<file path="config.mk">
export PLATFORM = sky130hd
export DESIGN_NAME = source_tokenizer_core_flat
export DESIGN_NICKNAME = d
export VERILOG_FILES = /design/src/hdl/stok_pkg.sv /design/src/hdl/stok_if.sv /design/src/hdl/stok_scanner.sv /design/src/hdl/stok_outq.sv /design/src/hdl/source_tokenizer_core.sv /design/src/flat_wrapper.sv
export VERILOG_INCLUDE_DIRS = /design/src /design/src/hdl
export SDC_FILE = /design/constraint.sdc
export NUM_CORES = 1
export LEC_CHECK = 0
export BUFFER_PORTS_ARGS = -buffer_cell sky130_fd_sc_hd__buf_2
export CAP_MARGIN = 20
export CORE_ASPECT_RATIO = 0.6
export CORE_MARGIN = 8
export CORE_UTILIZATION = 45
export DETAILED_ROUTE_END_ITERATION = 12
export GPL_ROUTABILITY_DRIVEN = 0
export SYNTH_ARGS = -nofsm -noshare
export SYNTH_HDL_FRONTEND = slang
export SYNTH_SLANG_ARGS = --single-unit
</file>
<file path="constraint.sdc">
create_clock -name clk_i -period 7.7 [get_ports clk_i]
set_input_delay 0.77 -clock clk_i [delete_from_list [all_inputs] [get_ports clk_i]]
set_output_delay 0.77 -clock clk_i [all_outputs]
set_load 0.02 [all_outputs]
</file>
<file path="src/hdl/source_tokenizer_core_assert.svh">
// Assertion macros shared by the tokenizer RTL.
`ifndef SOURCE_TOKENIZER_CORE_ASSERT_SVH
`define SOURCE_TOKENIZER_CORE_ASSERT_SVH

`ifndef SYNTHESIS

// Property that holds at every clock edge outside reset.
`define STOK_ASSERT(label, clk, rst_n, prop) \
  label: assert property (@(posedge clk) disable iff (!rst_n) prop) \
    else $error("source_tokenizer_core: check failed");

// Condition in one cycle implies the consequence in the next.
`define STOK_ASSERT_NEXT(label, clk, rst_n, cond, conseq) \
  label: assert property (@(posedge clk) disable iff (!rst_n) (cond) |=> (conseq)) \
    else $error("source_tokenizer_core: check failed");

`else

`define STOK_ASSERT(label, clk, rst_n, prop)
`define STOK_ASSERT_NEXT(label, clk, rst_n, cond, conseq)

`endif

`endif

</file>
<file path="src/hdl/stok_pkg.sv">
// Types, constants and character helpers for the source tokenizer.
package stok_pkg;

  localparam int unsigned OFFSET_BITS = 24;
  localparam int unsigned LINE_BITS   = 20;
  localparam int unsigned LENGTH_BITS = 16;

  localparam int unsigned WINDOW_DEPTH = 5;
  localparam int unsigned WIN_IDX_W    = $clog2(WINDOW_DEPTH);

  localparam int unsigned QUEUE_DEPTH = 4;
  localparam int unsigned PTR_W       = $clog2(QUEUE_DEPTH);
  localparam int unsigned CNT_W       = $clog2(QUEUE_DEPTH + 1);

  typedef logic [OFFSET_BITS-1:0] offset_t;
  typedef logic [LINE_BITS-1:0]   line_t;
  typedef logic [LENGTH_BITS-1:0] length_t;
  typedef logic [PTR_W-1:0]       ptr_t;
  typedef logic [CNT_W-1:0]       count_t;

  typedef logic [23:0] field_offset_t;
  typedef logic [15:0] field_length_t;
  typedef logic [19:0] field_line_t;
  typedef logic [7:0]  char_t;

  typedef logic [WINDOW_DEPTH-1:0][7:0] window_t;

  localparam offset_t OFFSET_ZERO  = offset_t'(0);
  localparam line_t   LINE_FIRST   = line_t'(1);
  localparam length_t LENGTH_ZERO  = length_t'(0);
  localparam length_t LENGTH_ONE   = length_t'(1);
  localparam length_t WINDOW_LIMIT = length_t'(WINDOW_DEPTH);

  localparam field_length_t FIELD_LEN_ZERO = field_length_t'(0);
  localparam field_length_t FIELD_LEN_ONE  = field_length_t'(1);
  localparam field_length_t FIELD_LEN_TWO  = field_length_t'(2);

  localparam count_t QUEUE_LEVEL_MAX   = count_t'(QUEUE_DEPTH);
  localparam count_t QUEUE_LEVEL_SPACE = count_t'(QUEUE_DEPTH - 2);

  localparam char_t CH_NUL        = 8'h00;
  localparam char_t CH_TAB        = 8'h09;
  localparam char_t CH_NEWLINE    = 8'h0A;
  localparam char_t CH_CR         = 8'h0D;
  localparam char_t CH_SPACE      = 8'h20;
  localparam char_t CH_UNDERSCORE = 8'h5F;
  localparam char_t CH_EQUAL      = 8'h3D;
  localparam char_t CH_SLASH      = 8'h2F;
  localparam char_t CH_PLUS       = 8'h2B;
  localparam char_t CH_MINUS      = 8'h2D;
  localparam char_t CH_STAR       = 8'h2A;
  localparam char_t CH_LESS       = 8'h3C;
  localparam char_t CH_GREATER    = 8'h3E;
  localparam char_t CH_LPAREN     = 8'h28;
  localparam char_t CH_RPAREN     = 8'h29;
  localparam char_t CH_LBRACE     = 8'h7B;
  localparam char_t CH_RBRACE     = 8'h7D;
  localparam char_t CH_SEMI       = 8'h3B;

  typedef enum logic [3:0] {
    KIND_EOF     = 4'd0,
    KIND_NUMBER  = 4'd1,
    KIND_IDENT   = 4'd2,
    KIND_OP      = 4'd3,
    KIND_PUNCT   = 4'd4,
    KIND_UNKNOWN = 4'd5,
    KIND_IF      = 4'd6,
    KIND_ELSE    = 4'd7,
    KIND_WHILE   = 4'd8,
    KIND_LET     = 4'd9,
    KIND_PRINT   = 4'd10,
    KIND_INT     = 4'd11,
    KIND_BOOL    = 4'd12,
    KIND_INPUT   = 4'd13
  } tok_kind_e;

  typedef enum logic [2:0] {
    MODE_IDLE    = 3'd0,
    MODE_NUMBER  = 3'd1,
    MODE_IDENT   = 3'd2,
    MODE_EQUAL   = 3'd3,
    MODE_SLASH   = 3'd4,
    MODE_COMMENT = 3'd5,
    MODE_DONE    = 3'd6
  } scan_mode_e;

  typedef struct packed {
    tok_kind_e     kind;
    field_offset_t start;
    field_length_t length;
    char_t         head_char;
    field_line_t   line;
    logic          last;
  } result_t;

  // Up to two results raised by one accepted request, in emission order.
  typedef struct packed {
    logic [1:0] count;
    result_t    res_a;
    result_t    res_b;
  } push_t;

  function automatic logic is_digit(char_t c);
    return (c >= 8'h30) && (c <= 8'h39);
  endfunction

  function automatic logic is_alpha(char_t c);
    return ((c >= 8'h61) && (c <= 8'h7A)) || ((c >= 8'h41) && (c <= 8'h5A));
  endfunction

  function automatic logic is_space(char_t c);
    return (c == CH_SPACE) || ((c >= CH_TAB) && (c <= CH_CR));
  endfunction

  // Text is right aligned: byte i of an n-byte word sits at bit 8*(n-1-i).
  function automatic logic kw_match(window_t win, length_t len, int unsigned n,
                                    logic [39:0] text);
    logic hit;
    hit = (len == length_t'(n));
    for (int unsigned i = 0; i < WINDOW_DEPTH; i++) begin
      if (i < n) begin
        if (win[i] != text[8*(n-1-i) +: 8]) hit = 1'b0;
      end
    end
    return hit;
  endfunction

  function automatic tok_kind_e keyword_kind(window_t win, length_t len);
    tok_kind_e kind;
    kind = KIND_IDENT;
    if (kw_match(win, len, 2, 40'("if")))         kind = KIND_IF;
    else if (kw_match(win, len, 4, 40'("else")))  kind = KIND_ELSE;
    else if (kw_match(win, len, 5, 40'("while"))) kind = KIND_WHILE;
    else if (kw_match(win, len, 3, 40'("let")))   kind = KIND_LET;
    else if (kw_match(win, len, 5, 40'("print"))) kind = KIND_PRINT;
    else if (kw_match(win, len, 3, 40'("int")))   kind = KIND_INT;
    else if (kw_match(win, len, 4, 40'("bool")))  kind = KIND_BOOL;
    else if (kw_match(win, len, 5, 40'("input"))) kind = KIND_INPUT;
    return kind;
  endfunction

endpackage

</file>
<file path="src/hdl/stok_if.sv">
// Request and token channel interfaces of the source tokenizer.
interface stok_req_if;
  logic                valid;
  logic                ready;
  logic                opcode;
  stok_pkg::char_t     source_byte;

  modport source (output valid, output opcode, output source_byte, input ready);
  modport sink   (input valid, input opcode, input source_byte, output ready);
endinterface

interface stok_tok_if;
  logic                    valid;
  logic                    ready;
  logic [3:0]              token_kind;
  stok_pkg::field_offset_t start_offset;
  stok_pkg::field_length_t token_length;
  stok_pkg::char_t         first_char;
  stok_pkg::field_line_t   line_number;
  logic                    last_of_run;

  modport source (output valid, output token_kind, output start_offset,
                  output token_length, output first_char, output line_number,
                  output last_of_run, input ready);
  modport sink   (input valid, input token_kind, input start_offset,
                  input token_length, input first_char, input line_number,
                  input last_of_run, output ready);
endinterface

</file>
<file path="src/hdl/stok_scanner.sv">
// Scanner state machine: classifies each byte and raises up to two tokens.
module stok_scanner (
  input  logic              clk_i,
  input  logic              rst_ni,
  input  logic              accept_i,
  input  logic              opcode_i,
  input  stok_pkg::char_t   source_byte_i,
  output stok_pkg::push_t   push_o
);

  stok_pkg::scan_mode_e mode_q, mode_d;
  stok_pkg::offset_t    pos_q, pos_d;
  stok_pkg::offset_t    pstart_q, pstart_d;
  stok_pkg::line_t      line_q, line_d;
  stok_pkg::line_t      pline_q, pline_d;
  stok_pkg::length_t    plen_q, plen_d;
  stok_pkg::window_t    win_q, win_d;

  stok_pkg::char_t      c;
  stok_pkg::tok_kind_e  emit_kind;
  stok_pkg::tok_kind_e  flush_kind;
  stok_pkg::result_t    flush_res, pair_res, new_res;
  logic                 flush_v, pair_v, emit_v, eof_v;
  logic                 do_start, do_extend;

  assign c = source_byte_i;

  always_ff @(posedge clk_i or negedge rst_ni) begin
    if (!rst_ni) begin
      mode_q   <= stok_pkg::MODE_IDLE;
      pos_q    <= stok_pkg::OFFSET_ZERO;
      line_q   <= stok_pkg::LINE_FIRST;
      pstart_q <= stok_pkg::OFFSET_ZERO;
      plen_q   <= stok_pkg::LENGTH_ZERO;
      pline_q  <= stok_pkg::LINE_FIRST;
    end else begin
      mode_q   <= mode_d;
      pos_q    <= pos_d;
      line_q   <= line_d;
      pstart_q <= pstart_d;
      plen_q   <= plen_d;
      pline_q  <= pline_d;
    end
  end

  always_ff @(posedge clk_i) begin
    win_q <= win_d;
  end

  always_comb begin
    mode_d    = mode_q;
    pos_d     = pos_q;
    line_d    = line_q;
    pstart_d  = pstart_q;
    plen_d    = plen_q;
    pline_d   = pline_q;
    win_d     = win_q;
    flush_v   = 1'b0;
    pair_v    = 1'b0;
    emit_v    = 1'b0;
    eof_v     = 1'b0;
    do_start  = 1'b0;
    do_extend = 1'b0;
    emit_kind = stok_pkg::KIND_UNKNOWN;

    if (accept_i && (mode_q != stok_pkg::MODE_DONE)) begin
      if (opcode_i || (c == stok_pkg::CH_NUL)) begin
        // Flush what is held, then close the stream.
        flush_v   = (mode_q == stok_pkg::MODE_NUMBER) || (mode_q == stok_pkg::MODE_IDENT) ||
                    (mode_q == stok_pkg::MODE_EQUAL) || (mode_q == stok_pkg::MODE_SLASH);
        eof_v     = 1'b1;
        emit_kind = stok_pkg::KIND_EOF;
        mode_d    = stok_pkg::MODE_DONE;
      end else begin
        unique case (mode_q)
          stok_pkg::MODE_NUMBER: begin
            if (stok_pkg::is_digit(c)) begin
              do_extend = 1'b1;
            end else begin
              flush_v  = 1'b1;
              do_start = 1'b1;
            end
          end
          stok_pkg::MODE_IDENT: begin
            if (stok_pkg::is_alpha(c) || stok_pkg::is_digit(c) ||
                (c == stok_pkg::CH_UNDERSCORE)) begin
              do_extend = 1'b1;
            end else begin
              flush_v  = 1'b1;
              do_start = 1'b1;
            end
          end
          stok_pkg::MODE_EQUAL: begin
            if (c == stok_pkg::CH_EQUAL) begin
              pair_v = 1'b1;
              mode_d = stok_pkg::MODE_IDLE;
            end else begin
              flush_v  = 1'b1;
              do_start = 1'b1;
            end
          end
          stok_pkg::MODE_SLASH: begin
            if (c == stok_pkg::CH_SLASH) begin
              mode_d = stok_pkg::MODE_COMMENT;
            end else begin
              flush_v  = 1'b1;
              do_start = 1'b1;
            end
          end
          stok_pkg::MODE_COMMENT: begin
            if (c == stok_pkg::CH_NEWLINE) begin
              line_d = (&line_q) ? line_q : line_q + stok_pkg::line_t'(1);
              mode_d = stok_pkg::MODE_IDLE;
            end
          end
          default: begin
            do_start = 1'b1;
          end
        endcase

        pos_d = (&pos_q) ? pos_q : pos_q + stok_pkg::offset_t'(1);
      end

      if (do_extend) begin
        if (plen_q < stok_pkg::WINDOW_LIMIT) begin
          win_d[plen_q[stok_pkg::WIN_IDX_W-1:0]] = c;
        end
        plen_d = (&plen_q) ? plen_q : plen_q + stok_pkg::length_t'(1);
      end

      if (do_start) begin
        mode_d = stok_pkg::MODE_IDLE;
        if (stok_pkg::is_space(c)) begin
          if (c == stok_pkg::CH_NEWLINE) begin
            line_d = (&line_q) ? line_q : line_q + stok_pkg::line_t'(1);
          end
        end else if (stok_pkg::is_digit(c) || stok_pkg::is_alpha(c) ||
                     (c == stok_pkg::CH_UNDERSCORE) || (c == stok_pkg::CH_EQUAL) ||
                     (c == stok_pkg::CH_SLASH)) begin
          // Open a pending token that later bytes may extend.
          if (stok_pkg::is_digit(c))     mode_d = stok_pkg::MODE_NUMBER;
          else if (c == stok_pkg::CH_EQUAL) mode_d = stok_pkg::MODE_EQUAL;
          else if (c == stok_pkg::CH_SLASH) mode_d = stok_pkg::MODE_SLASH;
          else                           mode_d = stok_pkg::MODE_IDENT;
          pstart_d = pos_q;
          plen_d   = stok_pkg::LENGTH_ONE;
          pline_d  = line_q;
          win_d[0] = c;
        end else begin
          emit_v = 1'b1;
          case (c)
            stok_pkg::CH_PLUS, stok_pkg::CH_MINUS, stok_pkg::CH_STAR,
            stok_pkg::CH_LESS, stok_pkg::CH_GREATER:
              emit_kind = stok_pkg::KIND_OP;
            stok_pkg::CH_LPAREN, stok_pkg::CH_RPAREN, stok_pkg::CH_LBRACE,
            stok_pkg::CH_RBRACE, stok_pkg::CH_SEMI:
              emit_kind = stok_pkg::KIND_PUNCT;
            default:
              emit_kind = stok_pkg::KIND_UNKNOWN;
          endcase
        end
      end
    end
  end

  always_comb begin
    case (mode_q)
      stok_pkg::MODE_NUMBER: flush_kind = stok_pkg::KIND_NUMBER;
      stok_pkg::MODE_IDENT:  flush_kind = stok_pkg::keyword_kind(win_q, plen_q);
      default:               flush_kind = stok_pkg::KIND_OP;
    endcase
  end

  always_comb begin
    flush_res.kind      = flush_kind;
    flush_res.start     = stok_pkg::field_offset_t'(pstart_q);
    flush_res.length    = stok_pkg::field_length_t'(plen_q);
    flush_res.head_char = win_q[0];
    flush_res.line      = stok_pkg::field_line_t'(pline_q);
    flush_res.last      = 1'b0;

    pair_res.kind      = stok_pkg::KIND_OP;
    pair_res.start     = stok_pkg::field_offset_t'(pstart_q);
    pair_res.length    = stok_pkg::FIELD_LEN_TWO;
    pair_res.head_char = stok_pkg::CH_EQUAL;
    pair_res.line      = stok_pkg::field_line_t'(pline_q);
    pair_res.last      = 1'b0;

    new_res.kind      = emit_kind;
    new_res.start     = stok_pkg::field_offset_t'(pos_q);
    new_res.length    = eof_v ? stok_pkg::FIELD_LEN_ZERO : stok_pkg::FIELD_LEN_ONE;
    new_res.head_char = eof_v ? stok_pkg::CH_NUL : c;
    new_res.line      = stok_pkg::field_line_t'(line_q);
    new_res.last      = 1'b1;

    push_o.count = {1'b0, flush_v | pair_v} + {1'b0, emit_v | eof_v};
    if (flush_v) begin
      push_o.res_a = flush_res;
    end else if (pair_v) begin
      push_o.res_a = pair_res;
    end else begin
      push_o.res_a = new_res;
    end
    // The second slot only ever carries the new one-byte token or the end-of-source token.
    push_o.res_a.last = !((flush_v | pair_v) && (emit_v | eof_v));
    push_o.res_b      = new_res;
  end

endmodule

</file>
<file path="src/hdl/stok_outq.sv">
// Result queue: takes up to two tokens a cycle, hands out one.
module stok_outq (
  input  logic              clk_i,
  input  logic              rst_ni,
  input  stok_pkg::push_t   push_i,
  input  logic              pop_i,
  output stok_pkg::result_t head_o,
  output stok_pkg::count_t  count_o
);

  stok_pkg::result_t entry_q [stok_pkg::QUEUE_DEPTH];
  stok_pkg::ptr_t    rd_ptr_q, wr_ptr_q;
  stok_pkg::count_t  count_q;
  stok_pkg::ptr_t    wr_ptr_b;

  assign wr_ptr_b = wr_ptr_q + stok_pkg::ptr_t'(1);

  always_ff @(posedge clk_i or negedge rst_ni) begin
    if (!rst_ni) begin
      rd_ptr_q <= '0;
      wr_ptr_q <= '0;
      count_q  <= '0;
    end else begin
      wr_ptr_q <= wr_ptr_q + stok_pkg::ptr_t'(push_i.count);
      if (pop_i) begin
        rd_ptr_q <= rd_ptr_q + stok_pkg::ptr_t'(1);
      end
      count_q <= count_q + stok_pkg::count_t'(push_i.count) - stok_pkg::count_t'(pop_i);
    end
  end

  always_ff @(posedge clk_i) begin
    if (push_i.count != 2'd0) begin
      entry_q[wr_ptr_q] <= push_i.res_a;
    end
    if (push_i.count == 2'd2) begin
      entry_q[wr_ptr_b] <= push_i.res_b;
    end
  end

  assign head_o  = entry_q[rd_ptr_q];
  assign count_o = count_q;

endmodule

</file>
<file path="src/hdl/source_tokenizer_core.sv">
// Streaming source tokenizer: bytes in, token descriptors out.
//
// req_i carries one source byte (opcode 0) or end of source (opcode 1) per
// request; a zero byte also ends the source. tok_o carries token descriptors:
// kind, start offset, length, first byte and line, with a flag on the last
// token that a request raised. Whitespace and // comments raise nothing; a byte
// that closes a pending token and starts a one-byte token raises two.
// With the queue empty, the first token of a request is offered on tok_o the
// cycle after the request; a second token follows once the first is taken.
// One request is taken per cycle while req_i.ready is high; the scanner
// decides every byte combinationally from registered state, and a four-entry
// result queue takes up to two tokens per cycle and returns one.
// req_i.ready is high while at most two tokens wait, so a stalled receiver
// blocks the input once three or more tokens are queued; requests that raise
// nothing are still taken until then. Nothing is dropped. After end of source
// every request is taken and ignored until reset.
// Reset (rst_ni low, asynchronous) empties the queue, returns the scanner to
// line one, offset zero, outside any token. No clearing pass is needed.
`include "source_tokenizer_core_assert.svh"

module source_tokenizer_core (
  input  logic       clk_i,
  input  logic       rst_ni,
  stok_req_if.sink   req_i,
  stok_tok_if.source tok_o
);

  stok_pkg::push_t   push;
  stok_pkg::result_t head;
  stok_pkg::count_t  q_count;
  logic              accept;
  logic              pop;
  logic              eof_pushed;

  assign req_i.ready = (q_count <= stok_pkg::QUEUE_LEVEL_SPACE);
  assign accept      = req_i.valid & req_i.ready;

  stok_scanner u_scanner (
    .clk_i         (clk_i),
    .rst_ni        (rst_ni),
    .accept_i      (accept),
    .opcode_i      (req_i.opcode),
    .source_byte_i (req_i.source_byte),
    .push_o        (push)
  );

  assign pop = tok_o.valid & tok_o.ready;

  stok_outq u_outq (
    .clk_i   (clk_i),
    .rst_ni  (rst_ni),
    .push_i  (push),
    .pop_i   (pop),
    .head_o  (head),
    .count_o (q_count)
  );

  assign tok_o.valid        = (q_count != '0);
  assign tok_o.token_kind   = head.kind;
  assign tok_o.start_offset = head.start;
  assign tok_o.token_length = head.length;
  assign tok_o.first_char   = head.head_char;
  assign tok_o.line_number  = head.line;
  assign tok_o.last_of_run  = head.last;

  assign eof_pushed = ((push.count == 2'd2) && (push.res_b.kind == stok_pkg::KIND_EOF)) ||
                      ((push.count == 2'd1) && (push.res_a.kind == stok_pkg::KIND_EOF));

  `STOK_ASSERT(push_needs_accept, clk_i, rst_ni, (push.count != 2'd0) |-> accept)
  `STOK_ASSERT(queue_no_overflow, clk_i, rst_ni, q_count <= stok_pkg::QUEUE_LEVEL_MAX)
  `STOK_ASSERT_NEXT(quiet_after_eof, clk_i, rst_ni, eof_pushed, push.count == 2'd0)

endmodule

</file>
<file path="src/flat_wrapper.sv">
// flat-port wrapper written by rule: the top's interface ports become plain ports
module source_tokenizer_core_flat 
  (clk_i, rst_ni, req_i_valid, req_i_opcode, req_i_source_byte, req_i_ready, tok_o_valid, tok_o_token_kind, tok_o_start_offset, tok_o_token_length, tok_o_first_char, tok_o_line_number, tok_o_last_of_run, tok_o_ready);
  stok_req_if req_i_i ();
  stok_tok_if tok_o_i ();
  input  logic clk_i;
  input  logic rst_ni;
  input wire logic [$bits(req_i_i.valid)-1:0] req_i_valid;
  input wire logic [$bits(req_i_i.opcode)-1:0] req_i_opcode;
  input wire logic [$bits(req_i_i.source_byte)-1:0] req_i_source_byte;
  output wire logic [$bits(req_i_i.ready)-1:0] req_i_ready;
  output wire logic [$bits(tok_o_i.valid)-1:0] tok_o_valid;
  output wire logic [$bits(tok_o_i.token_kind)-1:0] tok_o_token_kind;
  output wire logic [$bits(tok_o_i.start_offset)-1:0] tok_o_start_offset;
  output wire logic [$bits(tok_o_i.token_length)-1:0] tok_o_token_length;
  output wire logic [$bits(tok_o_i.first_char)-1:0] tok_o_first_char;
  output wire logic [$bits(tok_o_i.line_number)-1:0] tok_o_line_number;
  output wire logic [$bits(tok_o_i.last_of_run)-1:0] tok_o_last_of_run;
  input wire logic [$bits(tok_o_i.ready)-1:0] tok_o_ready;
  assign req_i_i.valid = req_i_valid;
  assign req_i_i.opcode = req_i_opcode;
  assign req_i_i.source_byte = req_i_source_byte;
  assign req_i_ready = req_i_i.ready;
  assign tok_o_valid = tok_o_i.valid;
  assign tok_o_token_kind = tok_o_i.token_kind;
  assign tok_o_start_offset = tok_o_i.start_offset;
  assign tok_o_token_length = tok_o_i.token_length;
  assign tok_o_first_char = tok_o_i.first_char;
  assign tok_o_line_number = tok_o_i.line_number;
  assign tok_o_last_of_run = tok_o_i.last_of_run;
  assign tok_o_i.ready = tok_o_ready;
  source_tokenizer_core u_core (.clk_i(clk_i), .rst_ni(rst_ni), .req_i(req_i_i), .tok_o(tok_o_i));
endmodule
</file>
==> results of run 1 <==
[per-stage QoR]
| step | cells | hold slack (ns) | cell area (µm²) | power (mW) | setup slack, ns |
|---|---|---|---|---|---|
| 4_1_cts | 2171 | 0.391 | 23100 | 7.25 | 2.23 |
| 3_3_place_gp | 2094 | 0.441 | 21700 | 5.13 | 1.76 |
| 6_report | 2172 | 0.362 | 23100 | 7.18 | 2.08 |
| 5_1_grt | 2172 | 0.411 | 23100 | 7.50 | 1.85 |
| 3_5_place_dp | 2095 | 0.448 | 21700 | 5.16 | 1.67 |
| 2_1_floorplan | 1505 | 0.420 | 20900 | 4.40 | 2.61 |
[power by group through the flow]
stage	clock network, mW	registers [mW]	logic, mW
after floorplan	0	2.94	1.47
after global placement	0	3.13	2.00
after detailed placement	0	3.14	2.02
after CTS	2.13	3.09	2.03
after global routing	2.23	3.13	2.14
final	2.09	3.09	2.00
[logic make-up after synthesis]
kind of cell / after synthesis
adders and majority gates: 13
DFF: 446
buffers and inverters: 171
xor gates and xnor gates: 55
and+or+nand+nor: 322
AOI/OAI and AO/OA: 368
muxes: 130
[how the worst max path moves through the flow]
| stage | cells past startpoint | endpoint | slack [ns] |
|---|---|---|---|
| 2_1_floorplan | 14 | u_core.u_outq.entry_q[2][10]$_DFFE_PP_ | 2.61 |
| 3_3_place_gp | 14 | u_core.u_outq.entry_q[1][53]$_DFFE_PP_ | 1.76 |
| 3_5_place_dp | 12 | u_core.u_outq.entry_q[3][5]$_DFFE_PP_ | 1.67 |
| 4_1_cts | 12 | u_core.u_outq.entry_q[3][10]$_DFFE_PP_ | 2.23 |
| 5_1_grt | 12 | u_core.u_outq.entry_q[3][10]$_DFFE_PP_ | 1.85 |
| 6_report | 12 | u_core.u_outq.entry_q[3][8]$_DFFE_PP_ | 2.08 |
[synthesized netlist by cell type, types with 20 or more instances]
library cell / number
a22o_1: 254
buf_2: 34
clkbuf_1: 73
dfrtp_1: 112
dfxtp_1: 68
edfxtp_1: 264
inv_1: 21
mux2_1: 40
mux4_2: 73
nand2_1: 57
nand3_1: 36
nand4_1: 21
nor2_1: 51
nor3_1: 20
xnor2_1: 32
xor2_1: 23
[final cells by class]
class                      count  area, µm²  share of cell area, %
clock buffer                  59       1170                   5.07
multi-input combinational    888       8070                   35.0
timing repair buffer         109        623                   2.70
tap                          630        788                   3.42
sequential                   446      12200                   52.7
inverter                      23       86.3                  0.374
clock inverter                17        190                  0.824
[flip-flops by register name (all words and copies together), names as in the netlist]
signal                      count
u_core.u_outq.count_o           3
u_core.u_outq.entry_q         292
u_core.u_outq.rd_ptr_q          2
u_core.u_outq.wr_ptr_q          2
u_core.u_scanner.flush_res      8
u_core.u_scanner.line_q        20
u_core.u_scanner.mode_q         3
u_core.u_scanner.plen_q        16
u_core.u_scanner.pline_q       20
u_core.u_scanner.pos_q         24
u_core.u_scanner.pstart_q      24
u_core.u_scanner.win_q         32
[cell usage in the layout (no fill, tap or decap), types with 13 or more instances in the layout]
cell / count
edfxtp_1: 264
a22o_1: 254
dfrtp_1: 110
buf_2: 86
mux4_2: 73
dfxtp_1: 68
nand2_1: 57
nor2_1: 51
clkbuf_16: 43
mux2_1: 40
nand3_1: 36
xnor2_1: 32
xor2_1: 23
nand4_1: 21
buf_4: 21
nor3_1: 20
inv_1: 17
o21ai_0: 17
mux2_2: 17
and2_1: 16
a21oi_1: 13
a32o_1: 13
[layer usage]
metal,track usage [%],vias to the layer above
li1,-,5968
met1,32.2,6953
met2,28.7,641
met3,5.40,72
met4,4.33,2
met5,0,-
==> qor.yml, run 1 <==
r2r_start: "u_core.u_scanner.mode_q[0]$_DFFE_PN0P_"
grt_max_degree: 64
ctsResizeCount: 0
synth-simple-area-share_pct: 9.27
die_area_mm2: 0.0539
startpoint_type: "primary input"
cp_cell_sequence: "buf_2 > nor4_2 > a211o_1 > o21ai_2 > a2111oi_0 > and2_1 > o21ai_0 > ha_1 > nand3b_1 > and2_1 > inv_2 > buf_4"
fin_skew_ns: 0.00821
synthTopCellsByArea: "edfxtp_1, dfrtp_1, a22o_1"
p_sw_share_pct: 33.8
rows: 61
synth-xor-area-share_pct: 2.30
wire_per_inst_um: 26.0
die_y_um: 183
setup_tns_ns: 0
root_buffer: "clkbuf_16"
grt-ovfl-total: 0
via_per_inst: 6.28
grt_pass1_wl_um: 86200
crit_type: "primary input to flip-flop"
hold_path_class: "primary input to async pin"
cp_top_family: "simple AND/OR/NAND/NOR gates"
ant_nets: 0
cp.arrival_ns: 5.83
grt_usage_pct: 20.7
maxCapViolations: 0
fin_nets: 1535
drt-initial-drc-count: 1650
p_seq_share_pct: 43.0
avgSynthCellArea_um2: 13.9
relSlewSlack_pct: 23.7
die_x_um: 295
drive_above_1_share_pct: 20.3
syn_nets: 1531
dr.pass1.iters: 6
synth_top_family_by_area: "compound AO/OA/AOI/OAI gates"
synth_cells: 1505
n_fill_cell: 4033
vias: 13636
highest_layer: "met5"
hold_violations: 0
clk_pin_slew_ns: 0.06
clk_latency_ns: 0.55
synthAdderAreaFrac_pct: 0.812
ios: 88
synth_area_mm2: 0.0209
synth_top_cell_area_share_pct: 37.8
crit_path_end_kind: "flip-flop"
setup_viol_count_final: 0
first_global_vias: 13244
muxShareOfSynthArea_pct: 10.9
drv_slew: 0
wl_met3_um: 5190
antenna_found_initial: 1
antenna_cells: 0
cts_sinks: 446
synthArstFlopShare_pct: 25.6
drt_wl_total_um: 56400
p_clk_share_pct: 29.1
cts_tree: "yes"
rsz0062_at_grt: "no"
synth_compound_area_share_pct: 15.0
synth_edf_count: 264
synth_warnings: 0
post_cts_buffers: 0
coreArea_mm2: 0.0461
cp.buffers_inverters: 3
p_int_mw: 4.75
critPathLaunch: "req_i_source_byte[3]"
crit_required_ns: 7.91
rrSetupSlack_ns: 2.30
powerDensity_mw_per_mm2: 311
wl_met1_um: 27300
max_freq_mhz: 178
drc: 0
holdBufCountCts: 0
cts-htree-levels: 2
ys_types: 94
ys.flop_type: "edfxtp_1"
outcome: "finished, final reports clean"
cts.path.max_buffers: 3
finalCritPeriodShare_pct: 73.0
cts_inserted_buffers: 41
ir_worst_vdd_mv: 0.224
wl_met2_um: 23000
critPathMaxFanout: 33
ys_seq_area_share_pct: 58.0
combPwrFrac_pct: 27.9
io_buffers: 87
r2r_cells: 10
critPathMostFrequentCell: "and2_1"
area_delta_synth_final_pct: 10.2
finish.utilization_pct: 50.1
synth.largest_area_cell: "edfxtp_1"
fin_crit_ns: 5.62
max_stage_delay_ns: 0.82
worst_slew_pin_slew_ns: 1.14
cp_slowest_cell: "a2111oi_0"
p_sw_mw: 2.43
start_util_pct: 45.4
power_leakage_nw: 8.52
r2r-end: "u_core.u_outq.entry_q[3][8]$_DFFE_PP_"
dp_hpwl_um: 35500
synth_seq_cells: 446
No activity file was read; power rests on OpenSTA's default activity.
==> run 2: changes to the inputs <==
==> constraint.sdc (replaced) <==
create_clock -name clk_i -period 5.8 [get_ports clk_i]
set_input_delay 0.58 -clock clk_i [delete_from_list [all_inputs] [get_ports clk_i]]
set_output_delay 0.58 -clock clk_i [all_outputs]
set_load 0.02 [all_outputs]
==> run 2 against run 1 <==
  * Die area unchanged
  * Global-route usage down 0.16 points
  * Sequential share of layout area down 0.43 points
  * Sequential power up 32%
  * Critical endpoint is now u_core.u_outq.entry_q[2][24]$_DFFE_PP_
  * Largest power group unchanged
==> qor.yml, run 2 (synthesized netlist as in run 1, its figures left out) <==
outcome: "finished, final reports clean"
startpoint_type: "flip-flop"
vias: 13705  # +0.51%
wl_met2_um: 22700  # -1.1%
grt_max_degree: 64  # unchanged
dp_hpwl_um: 35900  # +1.2%
setup_tns_ns: 0  # unchanged
reg.largest.list: "u_core.u_outq.entry_q (292), u_core.u_scanner.win_q (32)"
place_worst_setup_slack_ns: 1.05  # -0.618 ns
clk_pin_slew_ns: 0.06  # about the same
cts_inserted_buffers: 43  # +4.9%
cts_sinks: 446  # unchanged
grt_usage_pct: 20.5  # -0.16 points
whs_ns: 0.121  # -0.241 ns
grt-ovfl-total: 0  # unchanged
n_fill_cell: 3938  # -2.4%
wire_per_inst_um: 25.6  # -1.4%
highest_layer: "met5"
cts.path.max_buffers: 3  # unchanged
setup_ws_ns: 1.17  # -0.910 ns
crit_path_end_kind: "flip-flop"
die_area_mm2: 0.0539  # unchanged
wl_met3_um: 5030  # -3.0%
root_buffer: "clkbuf_16"
drc: 0  # unchanged
layout_commonest_cell: "edfxtp_1"
fin_skew_ns: 0.0231  # +0.0149 ns
max_stage_delay_ns: 0.63  # -0.19 ns
power_leakage_nw: 8.62  # +1.2%
finish.utilization_pct: 50.5  # +0.42 points
hold_violations: 0  # unchanged
critPathMostFrequentCell: "buf_4"
relSlewSlack_pct: 35.4  # +12 points
r2r_start: "u_core.u_outq.count_o[0]$_DFF_PN0_"
finalCritPeriodShare_pct: 79.8
rsz0062_at_grt: "no"
fin_nets: 1556  # +1.4%
coreArea_mm2: 0.0461  # unchanged
ir_worst_vdd_mv: 0.254  # +13%
holdBufCountCts: 0  # unchanged
cp.buffers_inverters: 5  # +2
rrSetupSlack_ns: 1.17  # -1.13 ns
dr.pass1.iters: 5  # -1
hold_path_class: "primary input to async pin"
ant_nets: 0  # unchanged
drv_slew: 0  # unchanged
grt_pass1_wl_um: 85700  # -0.55%
drt-initial-drc-count: 1271  # -23%
r2r_cells: 13  # +3
post_cts_buffers: 0  # unchanged
fin_crit_ns: 4.63
rows: 61  # unchanged
cp_slowest_cell: "or3b_2"
antenna_found_initial: 1  # unchanged
area_delta_synth_final_pct: 11.1
via_per_inst: 6.25  # -0.46%
critPathMaxFanout: 17  # -48%
r2r-end: "u_core.u_outq.entry_q[2][24]$_DFFE_PP_"
mostFrequentLayoutCells: "edfxtp_1, a22o_1, dfrtp_1"
ctsResizeCount: 0  # unchanged
power_mw: 9.51  # +33%
powerDensity_mw_per_mm2: 409  # +31%
max_freq_mhz: 216
antenna_cells: 0  # unchanged
drive_above_1_share_pct: 21.5  # +1.2 points
cp_top_family: "simple AND/OR/NAND/NOR gates"
cp_cell_sequence: "a21oi_1 > nand3_1 > inv_1 > buf_4 > nand3_1 > a21oi_4 > nor2_8 > ha_1 > or3b_2 > and2_1 > buf_4 > inv_2 > buf_4"
cts-htree-levels: 2  # unchanged
top_register: "u_core.u_outq.entry_q"
first_global_vias: 13369  # +0.94%
ios: 88  # unchanged
crit_required_ns: 6.05  # -1.86 ns
drt_wl_total_um: 56200  # -0.43%
largest_reg_flops: 292  # unchanged
worst_slew_pin_slew_ns: 0.968  # -0.175 ns
cp.arrival_ns: 4.88  # -0.95 ns
die_y_um: 183  # unchanged
maxCapViolations: 0  # unchanged
die_x_um: 295  # unchanged
setup_viol_count_final: 0  # unchanged
cts_tree: "yes"
wl_met1_um: 27200  # -0.18%
start_util_pct: 45.4  # unchanged
clk_latency_ns: 0.55  # about the same
io_buffers: 87  # unchanged
crit_type: "flip-flop to flip-flop"
## run 2: cell types whose count changed in the layout (fill, tap and decap cells not counted), moves of 2 or more
cell | previous run | this run
bufinv_16 | 4 | 1
buf_4 | 21 | 35
buf_12 | 1 | 7
clkbuf_8 | 3 | 8
clkinv_2 | 6 | 8
## run 2: per-layer routing
metal,track usage [%],vias up
met1,31.8,7035
met3,5.31,76
met2,28.4,570
li1,-,6022
met5,0,-
met4,5.05,2
## run 2: worst max path at each step
stage               depth (start not counted)                                from                                     end  slack (ns)
floorplan                                  14                req_i_source_byte[7]  u_core.u_outq.entry_q[2][10]$_DFFE_PP_        0.90
global placement                           12                req_i_source_byte[2]  u_core.u_outq.entry_q[2][22]$_DFFE_PP_        1.18
detailed placement                         13                req_i_source_byte[2]   u_core.u_outq.entry_q[2][3]$_DFFE_PP_        1.05
CTS                                        13  u_core.u_outq.count_o[0]$_DFF_PN0_  u_core.u_outq.entry_q[2][24]$_DFFE_PP_        1.18
global route                               13  u_core.u_outq.count_o[1]$_DFF_PN0_  u_core.u_outq.entry_q[2][23]$_DFFE_PP_        0.81
finish                                     13  u_core.u_outq.count_o[0]$_DFF_PN0_  u_core.u_outq.entry_q[2][24]$_DFFE_PP_        1.17
## run 2: final cells by class
class | count | area [µm²] | area share (%)
sequential | 446 | 12200 | 52.2
multi-input combinational | 888 | 8070 | 34.7
clock inverter | 16 | 114 | 0.489
clock buffer | 62 | 1230 | 5.28
timing repair buffer | 128 | 833 | 3.58
inverter | 23 | 86.3 | 0.371
tap | 630 | 788 | 3.39
## run 2: report_power, final
part / internal (mW) / switching [mW]
clock: 1.52 / 1.19
sequential: 3.74 / 0.320
combinational: 1.02 / 1.72
## run 2: stage by stage
| stage | instance area, µm² | cells |
|---|---|---|
| 4_1_cts | 23200 | 2191 |
| 3_3_place_gp | 21900 | 2113 |
| 2_1_floorplan | 20900 | 1505 |
| 6_report | 23300 | 2193 |
| 5_1_grt | 23300 | 2193 |
| 3_5_place_dp | 21900 | 2113 |
==> run 3: changes to the inputs <==
==> constraint.sdc (replaced) <==
create_clock -name clk_i -period 3.9 [get_ports clk_i]
set_input_delay 0.39 -clock clk_i [delete_from_list [all_inputs] [get_ports clk_i]]
set_output_delay 0.39 -clock clk_i [all_outputs]
set_load 0.02 [all_outputs]
==> run 3 against run 2 <==
  * The run now ends with negative hold slack left
  * Routed wire length rose by 1.0%
  * First-iteration DRC count rose by 18%
  * Die area unchanged
  * Via count is 0.77% higher
  * Fmax increased by 34%
  * Global-route usage up 0.48 points
  * Critical path type unchanged
  * Combinational power increased by 55%
  * Cell count increased by 1.5%
  * Clock-buffer cell count shrank 1
  * Register-to-register slack got worse by 0.72 ns
  * Clock power is 57% higher
==> qor.yml, run 3 (synthesized netlist as in run 1, its figures left out) <==
start_util_pct: 45.4  # unchanged
cts-htree-levels: 2  # unchanged
cts_inserted_buffers: 43  # unchanged
cp.arrival_ns: 3.74  # -1.14 ns
die_x_um: 295  # unchanged
grt_pass1_wl_um: 87800  # +2.4%
top_register: "u_core.u_outq.entry_q"
cts.path.max_buffers: 3  # unchanged
reg.largest.list: "u_core.u_outq.entry_q (292), u_core.u_scanner.win_q (32)"
relSlewSlack_pct: 36.1  # +0.70 points
ir_worst_vdd_mv: 0.347  # +36%
clk_pin_slew_ns: 0.06  # about the same
r2r_start: "u_core.u_scanner.mode_q[0]$_DFFE_PN0P_"
power_mw: 14.5  # +53%
largest_reg_flops: 292  # unchanged
mostFrequentLayoutCells: "edfxtp_1, a22o_1, dfrtp_1"
max_freq_mhz: 289  # +34%
die_y_um: 183  # unchanged
fin_skew_ns: 0.0207  # -0.00238 ns
whs_ns: -0.0374  # -0.158 ns
startpoint_type: "flip-flop"
fin_nets: 1586  # +1.9%
grt-ovfl-total: 0  # unchanged
drc: 0  # unchanged
die_area_mm2: 0.0539  # unchanged
rrSetupSlack_ns: 0.45  # -0.72 ns
max_stage_delay_ns: 0.54  # -0.09 ns
cp_slowest_cell: "a21boi_1"
post_cts_buffers: 0  # unchanged
setup_tns_ns: 0  # unchanged
r2r-end: "u_core.u_outq.entry_q[0][27]$_DFFE_PP_"
worst_slew_pin_slew_ns: 0.958  # -0.0105 ns
n_fill_cell: 3926  # -0.30%
cts_tree: "yes"
violations: "negative hold slack"
vias: 13810  # +0.77%
hold_violations: 33  # +33
crit_type: "flip-flop to flip-flop"
finish.utilization_pct: 51.6  # +1.2 points
first_global_vias: 13791  # +3.2%
powerDensity_mw_per_mm2: 611  # +49%
grt_max_degree: 66  # +3.1%
area_delta_synth_final_pct: 13.6
finalCritPeriodShare_pct: 88.6  # +8.7 points
drive_above_1_share_pct: 23.9  # +2.4 points
layout_commonest_cell: "edfxtp_1"
antenna_cells: 0  # unchanged
io_buffers: 87  # unchanged
holdBufCountCts: 0  # unchanged
critPathMaxFanout: 38  # +21
power_leakage_nw: 8.82  # +2.3%
fin_crit_ns: 3.45  # -1.18 ns
drv_slew: 0  # unchanged
via_per_inst: 6.21  # -0.68%
coreArea_mm2: 0.0461  # unchanged
crit_required_ns: 4.18  # -1.87 ns
dr.pass1.iters: 5  # unchanged
dp_hpwl_um: 35600  # -0.72%
root_buffer: "clkbuf_16"
drt-initial-drc-count: 1500  # +18%
rsz0062_at_grt: "no"
antenna_found_initial: 1  # unchanged
maxCapViolations: 0  # unchanged
outcome: "finished, violations left"
grt_usage_pct: 21.0  # +0.48 points
ant_nets: 0  # unchanged
setup_viol_count_final: 0  # unchanged
hold_path_class: "primary input to async pin"
cp_cell_sequence: "or3_1 > a21boi_1 > nand3_1 > and2_1 > o21ai_1 > inv_1 > ha_1 > buf_4 > and3_1 > nor2_2 > clkinvlp_4 > buf_12"
wire_per_inst_um: 25.5  # -0.41%
ctsResizeCount: 0  # unchanged
ios: 88  # unchanged
crit_path_end_kind: "flip-flop"
clk_latency_ns: 0.57  # +0.02 ns
drt_wl_total_um: 56800  # +1.0%
rows: 61  # unchanged
r2r_cells: 12  # -1
cts_sinks: 446  # unchanged
-- run 3: final cells by class --
type | count | area, µm² | share of cell area, %
tap | 630 | 788 | 3.31
clock buffer | 61 | 1260 | 5.31
timing repair buffer | 158 | 1220 | 5.13
sequential | 446 | 12200 | 51.0
inverter | 23 | 101 | 0.426
clock inverter | 19 | 168 | 0.704
multi-input combinational | 888 | 8110 | 34.1
-- run 3: critical path: cells and delay by family, from the launching register on --
kind	cells	cell delay (ns)
AO/OA/AOI/OAI	2	0.76
adder cells (fa/ha/maj)	1	0.20
buffers and inverters	4	0.68
flip-flops	1	0.50
AND/OR/NAND/NOR	5	1.00
-- run 3: metal layers --
| metal | track usage (%) | vias to the layer above | wire (µm) |
|---|---|---|---|
| li1 | - | 6064 | - |
| met1 | 32.0 | 7070 | 26700 |
| met2 | 30.1 | 598 | 24000 |
| met3 | 5.37 | 78 | 5130 |
| met4 | 4.43 | 0 | 967 |
| met5 | 0 | - | 0 |
-- run 3: power breakdown --
| part | internal [mW] | total [mW] | switching [mW] |
|---|---|---|---|
| sequential | 5.56 | 6.04 | 0.480 |
| combinational | 1.65 | 4.25 | 2.59 |
| clock | 2.41 | 4.25 | 1.84 |
| total | 9.62 | 14.5 | 4.91 |
-- run 3: per-stage QoR --
| step | hold WS [ns] | instance area (µm²) | worst slack, ns | instances |
|---|---|---|---|---|
| CTS | 0.00401 | 23800 | 0.506 | 2225 |
| finish | -0.0374 | 23800 | 0.445 | 2225 |
| global placement | 0.433 | 22400 | 0.252 | 2145 |
| floorplan | 0.0944 | 21100 | -0.0557 | 1505 |
| detailed placement | 0.440 | 22400 | 0.220 | 2145 |
| global route | 0.0112 | 23800 | 0.215 | 2225 |
-- run 3: worst max path at each step --
stage	depth (start not counted)	endpoint	slack, ns	from
after floorplan	14	u_core.u_outq.entry_q[2][10]$_DFFE_PP_	-0.06	req_i_source_byte[7]
after global placement	12	u_core.u_outq.entry_q[2][52]$_DFFE_PP_	0.25	req_i_source_byte[3]
after detailed placement	12	u_core.u_outq.entry_q[2][53]$_DFFE_PP_	0.22	req_i_source_byte[3]
after CTS	13	u_core.u_outq.entry_q[2][22]$_DFFE_PP_	0.51	u_core.u_scanner.mode_q[2]$_DFFE_PN0P_
after global routing	14	u_core.u_outq.entry_q[2][0]$_SDFFE_PP1P_	0.21	u_core.u_scanner.mode_q[2]$_DFFE_PN0P_
final	12	u_core.u_outq.entry_q[0][27]$_DFFE_PP_	0.45	u_core.u_scanner.mode_q[0]$_DFFE_PN0P_
